File: src/design/esrs_pkg.sv
// Shared sizes, codes, command and status structs for the sparse row store core.
// Depends on nothing; every other file but the assertion header imports it.
package esrs_pkg;

    localparam int ROWS  = 64;
    localparam int SLOTS = 8;
    localparam int COLS  = 64;

    localparam int VAL_W  = 32;
    localparam int TAG_W  = 7;
    localparam int IDX_W  = 6;
    localparam int MODE_W = 3;
    localparam int STS_W  = 2;

    localparam int SLOT_W    = (SLOTS > 1) ? $clog2(SLOTS) : 1;
    localparam int DEPTH     = ROWS * SLOTS;
    localparam int ADDR_W    = (DEPTH > 1) ? $clog2(DEPTH) : 1;
    localparam int VEC_AW    = (COLS > 1) ? $clog2(COLS) : 1;
    localparam int CLEAR_LEN = (DEPTH > COLS) ? DEPTH : COLS;
    localparam int CLR_W     = (CLEAR_LEN > 1) ? $clog2(CLEAR_LEN) : 1;
    localparam int FRAC_W    = 16;
    localparam int PROD_W    = 2 * VAL_W;
    localparam int RND_W     = PROD_W - FRAC_W;
    localparam int ACC_W     = RND_W + SLOT_W + 1;
    localparam int ENTRY_W   = VAL_W + TAG_W;

    localparam logic [TAG_W-1:0]         EMPTY_TAG  = TAG_W'(1) << (TAG_W - 1);
    localparam logic signed [VAL_W-1:0]  Q_ONE      = VAL_W'(1) << FRAC_W;
    localparam logic signed [PROD_W-1:0] ROUND_HALF = PROD_W'(1) << (FRAC_W - 1);

    typedef enum logic [MODE_W-1:0] {
        MODE_SET  = 3'd0,
        MODE_ADD  = 3'd1,
        MODE_GET  = 3'd2,
        MODE_UNIT = 3'd3,
        MODE_LOAD = 3'd4,
        MODE_PROD = 3'd5
    } mode_t;

    typedef enum logic [STS_W-1:0] {
        STS_OK       = 2'd0,
        STS_NO_FREE  = 2'd1,
        STS_ZERO_SET = 2'd2
    } status_t;

    typedef enum logic [2:0] {
        ST_CLEAR,
        ST_IDLE,
        ST_DECODE,
        ST_ISSUE,
        ST_DRAIN,
        ST_WRITE,
        ST_UNIT,
        ST_FINISH
    } state_t;

    typedef struct packed {
        logic              accept;
        logic              scan_rd;
        logic              commit;
        logic              unit_wr;
        logic              clear_wr;
        logic              emit;
        logic [SLOT_W-1:0] slot;
        logic [CLR_W-1:0]  clear_addr;
    } esrs_cmd_t;

    typedef struct packed {
        mode_t mode;
        logic  row_ok;
        logic  col_ok;
        logic  zero_set;
        logic  pipe_busy;
        logic  out_busy;
    } esrs_sts_t;

    function automatic logic signed [VAL_W-1:0] sat_val(input logic signed [ACC_W-1:0] v);
        logic signed [ACC_W-1:0] hi;
        logic signed [ACC_W-1:0] lo;
        hi = ACC_W'({1'b0, {(VAL_W-1){1'b1}}});
        lo = -hi - ACC_W'(1);
        if (v > hi)
            return {1'b0, {(VAL_W-1){1'b1}}};
        else if (v < lo)
            return {1'b1, {(VAL_W-1){1'b0}}};
        else
            return v[VAL_W-1:0];
    endfunction

endpackage

File: src/design/esrs_ctrl.sv
// Controller for the sparse row store core: clearing pass, item sequencing, slot counter.
// Depends on esrs_pkg; drives the datapath through esrs_cmd_t only.
module esrs_ctrl
    import esrs_pkg::*;
(
    input  logic      clk,
    input  logic      rst_n,
    input  logic      item_valid,
    output logic      item_stall,
    input  esrs_sts_t sts,
    output esrs_cmd_t cmd
);

    state_t             state_reg, state_next;
    logic [SLOT_W-1:0]  cnt_reg, cnt_next;
    logic [CLR_W-1:0]   clr_reg, clr_next;
    logic               cnt_last;
    logic               clr_last;

    assign cnt_last = (cnt_reg == SLOT_W'(SLOTS - 1));
    assign clr_last = (clr_reg == CLR_W'(CLEAR_LEN - 1));

    always_ff @(posedge clk or negedge rst_n)
    begin
        if (!rst_n)
        begin
            state_reg <= ST_CLEAR;
            cnt_reg   <= '0;
            clr_reg   <= '0;
        end
        else
        begin
            state_reg <= state_next;
            cnt_reg   <= cnt_next;
            clr_reg   <= clr_next;
        end
    end

    always_comb
    begin
        state_next = state_reg;
        unique case (state_reg)
            ST_CLEAR:
                if (clr_last)
                    state_next = ST_IDLE;
            ST_IDLE:
                if (item_valid)
                    state_next = ST_DECODE;
            ST_DECODE:
            begin
                unique case (sts.mode) inside
                    MODE_SET, MODE_ADD, MODE_GET:
                        state_next = (sts.row_ok && sts.col_ok && !sts.zero_set)
                                     ? ST_ISSUE : ST_FINISH;
                    MODE_UNIT:
                        state_next = sts.row_ok ? ST_UNIT : ST_FINISH;
                    MODE_LOAD:
                        state_next = sts.col_ok ? ST_WRITE : ST_FINISH;
                    MODE_PROD:
                        state_next = sts.row_ok ? ST_ISSUE : ST_FINISH;
                    default:
                        state_next = ST_FINISH;
                endcase
            end
            ST_ISSUE:
                if (cnt_last)
                    state_next = ST_DRAIN;
            ST_DRAIN:
                if (!sts.pipe_busy)
                    state_next = (sts.mode == MODE_SET || sts.mode == MODE_ADD)
                                 ? ST_WRITE : ST_FINISH;
            ST_WRITE:
                state_next = ST_FINISH;
            ST_UNIT:
                if (cnt_last)
                    state_next = ST_FINISH;
            ST_FINISH:
                if (!sts.out_busy)
                    state_next = ST_IDLE;
            default:
                state_next = ST_IDLE;
        endcase
    end

    always_comb
    begin
        cnt_next = '0;
        if ((state_reg == ST_ISSUE || state_reg == ST_UNIT) && !cnt_last)
            cnt_next = cnt_reg + SLOT_W'(1);
        clr_next = clr_reg;
        if (state_reg == ST_CLEAR && !clr_last)
            clr_next = clr_reg + CLR_W'(1);
    end

    always_comb
    begin
        cmd            = '0;
        cmd.slot       = cnt_reg;
        cmd.clear_addr = clr_reg;
        item_stall     = 1'b1;
        unique case (state_reg)
            ST_CLEAR:  cmd.clear_wr = 1'b1;
            ST_IDLE:
            begin
                item_stall = 1'b0;
                cmd.accept = item_valid;
            end
            ST_ISSUE:  cmd.scan_rd = 1'b1;
            ST_WRITE:  cmd.commit  = 1'b1;
            ST_UNIT:   cmd.unit_wr = 1'b1;
            ST_FINISH: cmd.emit    = !sts.out_busy;
            default:   cmd.accept  = 1'b0;
        endcase
    end

endmodule

File: config.mk
export PLATFORM = sky130hd
export DESIGN_NAME = esrs_ctrl
export DESIGN_NICKNAME = d
export VERILOG_FILES = /design/src/design/esrs_pkg.sv /design/src/design/esrs_ctrl.sv
export SDC_FILE = /design/constraint.sdc
export NUM_CORES = 1
export LEC_CHECK = 0
export BUFFER_PORTS_ARGS = -buffer_cell sky130_fd_sc_hd__buf_4
export CAP_MARGIN = 25
export CORE_ASPECT_RATIO = 0.75
export CORE_UTILIZATION = 50
export CTS_BUF_LIST = sky130_fd_sc_hd__clkbuf_4 sky130_fd_sc_hd__clkbuf_8
export DETAILED_ROUTE_END_ITERATION = 10
export PLACE_DENSITY = 0.79
export REMOVE_ABC_BUFFERS = 1
export SYNTH_ARGS = -nofsm -noshare
export SYNTH_HDL_FRONTEND = slang
export SYNTH_SLANG_ARGS = --single-unit
File: constraint.sdc
create_clock -name clk -period 2.1 [get_ports clk]
set_input_delay 0.42 -clock clk [delete_from_list [all_inputs] [get_ports clk]]
set_output_delay 0.42 -clock clk [all_outputs]
set_load 0.02 [all_outputs]
==> metrics.txt <==
cell with the most instances after synthesis=dfrtp_1; Met2 Wirelength=892 µm; final core utilization=between 70% and 80%; worst slew pin tran=536 ps; cts bufs inserted=3; largest cells by area after synthesis=dfrtp_1 (42%), xnor2_1 (5.9%), ha_1 (5.6%); Logic pwr share=49.9%; CTS tree=done; 1st-iter DRT viols=16; clock skew=5.14 ps; synth unique cells=33; Sw Pwr=632 µW; CTS clk-pin slew, worst paths=90 ps; EDFF count, synth=0; kind of critical path=flop to primary output; Post-Place Cells=between 100 and 150; clock sinks=15; static leakage=a little under 0.0006 µW; diode count=0; max reg flops=9; CTS root buf=clkbuf_4; Initial Util=56.8%; max-cap violations=0; top cell type's share of synthesized area=42.3%; VDD IR max=roughly 0.9 mV; IO buf count=29; gp weighted congestion=0.861; vias in the first global route=between 700 and 800; Final Setup Violations=0; # nets final=~140; RSZ-0062 raised after global routing=false; fmax=527 MHz; sequential-to-total area share from yosys stat=between 40 and 50%; Net Sw Frac=45.0%; Setup Total Neg Slack=0 ps; synthesized area=887 µm²; Top Layer Used=met4; Hold Path Origin=sts[0]; Hold Crit Depth=3; hold-critical path endpoint=state_reg[2]$_DFFE_PN0P_; post-DP HPWL=1470 µm; post-synth top area cell=dfrtp_1; core area=1560 µm²; clock power share=a little under an eighth; first-pass GRT wire length=3280 µm; fin crit share=roughly 90%; gr ovfl total=0; power density cells=around 1200 nW/µm²; Metal-1 WL=946 µm; antenna-violating nets left=0; initial antenna violation count=0; Slew HR=~64%; top_reg_cell synth=dfrtp_1; DRT Wirelength=1980 µm; Layout area overhead=30.7%; Avg WL per Cell=13.9 µm; ys async rst share=100%; syn_area_per_cell=9.97 µm²; FP Rows=12; Worst EP required=~1700 ps; Synth Register Bits=15; R2R Path Start=clr_reg[0]$_DFFE_PN0N_; layout cell share with drive strength beyond 1=33.9%; die area=1950 µm²; Hold Vio Cnt, Final=0; Mapped Cells=89; largest net degree at the start of global routing=17; Pwr Total=1400 µW; max-slew violation count=0; First-pass DRT Iterations=4; internal power=773 µW; met3 WL=119 µm; yosys warns=0; register-to-register setup slack=260 ps; Via density=~5.5; worst skew pair latency=290 ps; Filler Cell Count=129; R2R cell count=7; critical path capture point type=primary output; Ports=30; CTS H-tree depth=1; non-filler cells, final=142; post-cts repair resize count=0; Post-synth top cells=dfrtp_1 (15), nor2_1 (8), nand2_1 (7); Die H=38.5 µm; Global Route Usage Sum=approximately a quarter; sequential power share=between 30% and 40%; Die Width=between 50 and 60 µm; Worst Hold Class=input port to flop; Worst R2R End=clr_reg[1]$_DFFE_PN0N_; Vias=780; crit path time final=1900 ps; maximum clock insertion buffer count=2; Worst EP arrival=1480 ps; status=finished, final reports clean; DRC=0; Worst Setup Start Kind=flop; CP max FO=16
-- power groups by stage --
stage,logic [µW],registers [µW],clock network (µW)
5_1_grt,771,556,184
3_5_place_dp,698,538,0
6_report,702,535,168
3_3_place_gp,676,534,0
4_1_cts,703,532,174
2_1_floorplan,367,582,0
-- what timing repair did --
action,in CTS,in global routing
hold endpoints to repair,15,0
hold buffers,1,0
setup buffers,0,0
-- cells by family (layout without fill, tap and decap cells) --
| logic type | after synthesis | count (layout) | share of synthesized area [%] |
|---|---|---|---|
| AOI/OAI and AO/OA | 14 | 14 | 10.7 |
| xor gates and xnor gates | 8 | 8 | 7.90 |
| adders and majority gates | 4 | 4 | 5.64 |
| buffers and inverters | 6 | 38 | 3.53 |
| DFF | 15 | 15 | 42.3 |
| muxes | 3 | 3 | 3.67 |
| and+or+nand+nor | 39 | 39 | 26.2 |
-- worst max path at each step --
stage                        endpoint                startpoint  cells after the start
6_report                      cmd[17]  state_reg[2]$_DFFE_PN0P_                      3
5_1_grt                       cmd[12]  state_reg[1]$_DFFE_PN0P_                      3
4_1_cts                       cmd[17]  state_reg[2]$_DFFE_PN0P_                      3
3_5_place_dp   clr_reg[1]$_DFFE_PN0N_    clr_reg[0]$_DFFE_PN0N_                      7
3_3_place_gp   clr_reg[1]$_DFFE_PN0N_    clr_reg[0]$_DFFE_PN0N_                      7
2_1_floorplan  clr_reg[5]$_DFFE_PN0N_    clr_reg[0]$_DFFE_PN0N_                      8
-- stage by stage --
step / cell area [µm²] / setup slack [ps] / hold WS (ps)
3_5_place_dp: 1120 / 277 / 283
3_3_place_gp: 1120 / 332 / 283
4_1_cts: 1160 / 221 / 376
6_report: 1160 / 203 / 386
5_1_grt: 1160 / 76.3 / 431
2_1_floorplan: 863 / 110 / 124
-- critical path: stages (launching register included) --
cell and delay (ps):
dfrtp_1 690, nor2_1 130, and3_1 210, buf_4 150
-- cell type report --
type / count / area (µm²) / share of cell area, %
well taps: 21 / 26.3 / 2.27
flip-flops and latches: 15 / 375 / 32.4
repair buffers: 32 / 243 / 20.9
clock inverters: 1 / 5.00 / 0.432
inverters: 2 / 7.51 / 0.647
clock buffers: 3 / 22.5 / 1.94
multi-input cells: 68 / 480 / 41.4
-- routing by layer --
metal / vias to the layer above / GRT usage [%]
li1: 386 / -
met1: 369 / 31.0
met2: 21 / 40.0
met3: 4 / 8.73
met4: 0 / 6.25
met5: - / 0
-- cells in the final DEF (no fill, tap or decap), types with 2 or more instances in the layout --
| master | instances |
|---|---|
| xor2_1 | 2 |
| a21oi_1 | 2 |
| nor2b_1 | 4 |
| nor2_1 | 8 |
| ha_1 | 4 |
| nor3_1 | 2 |
| nand2b_1 | 2 |
| o31ai_1 | 2 |
| nand3_1 | 2 |
| nand3_2 | 2 |
| buf_4 | 31 |
| dfrtp_1 | 15 |
| clkbuf_4 | 3 |
| xnor2_1 | 6 |
| a311oi_1 | 2 |
| and3_1 | 3 |
| and2_1 | 2 |
| nor3b_1 | 2 |
| mux2_2 | 2 |
| nand4_1 | 2 |
| o21ai_0 | 3 |
| inv_1 | 2 |
| nand2_1 | 7 |
(Power assumes the default switching activity.)
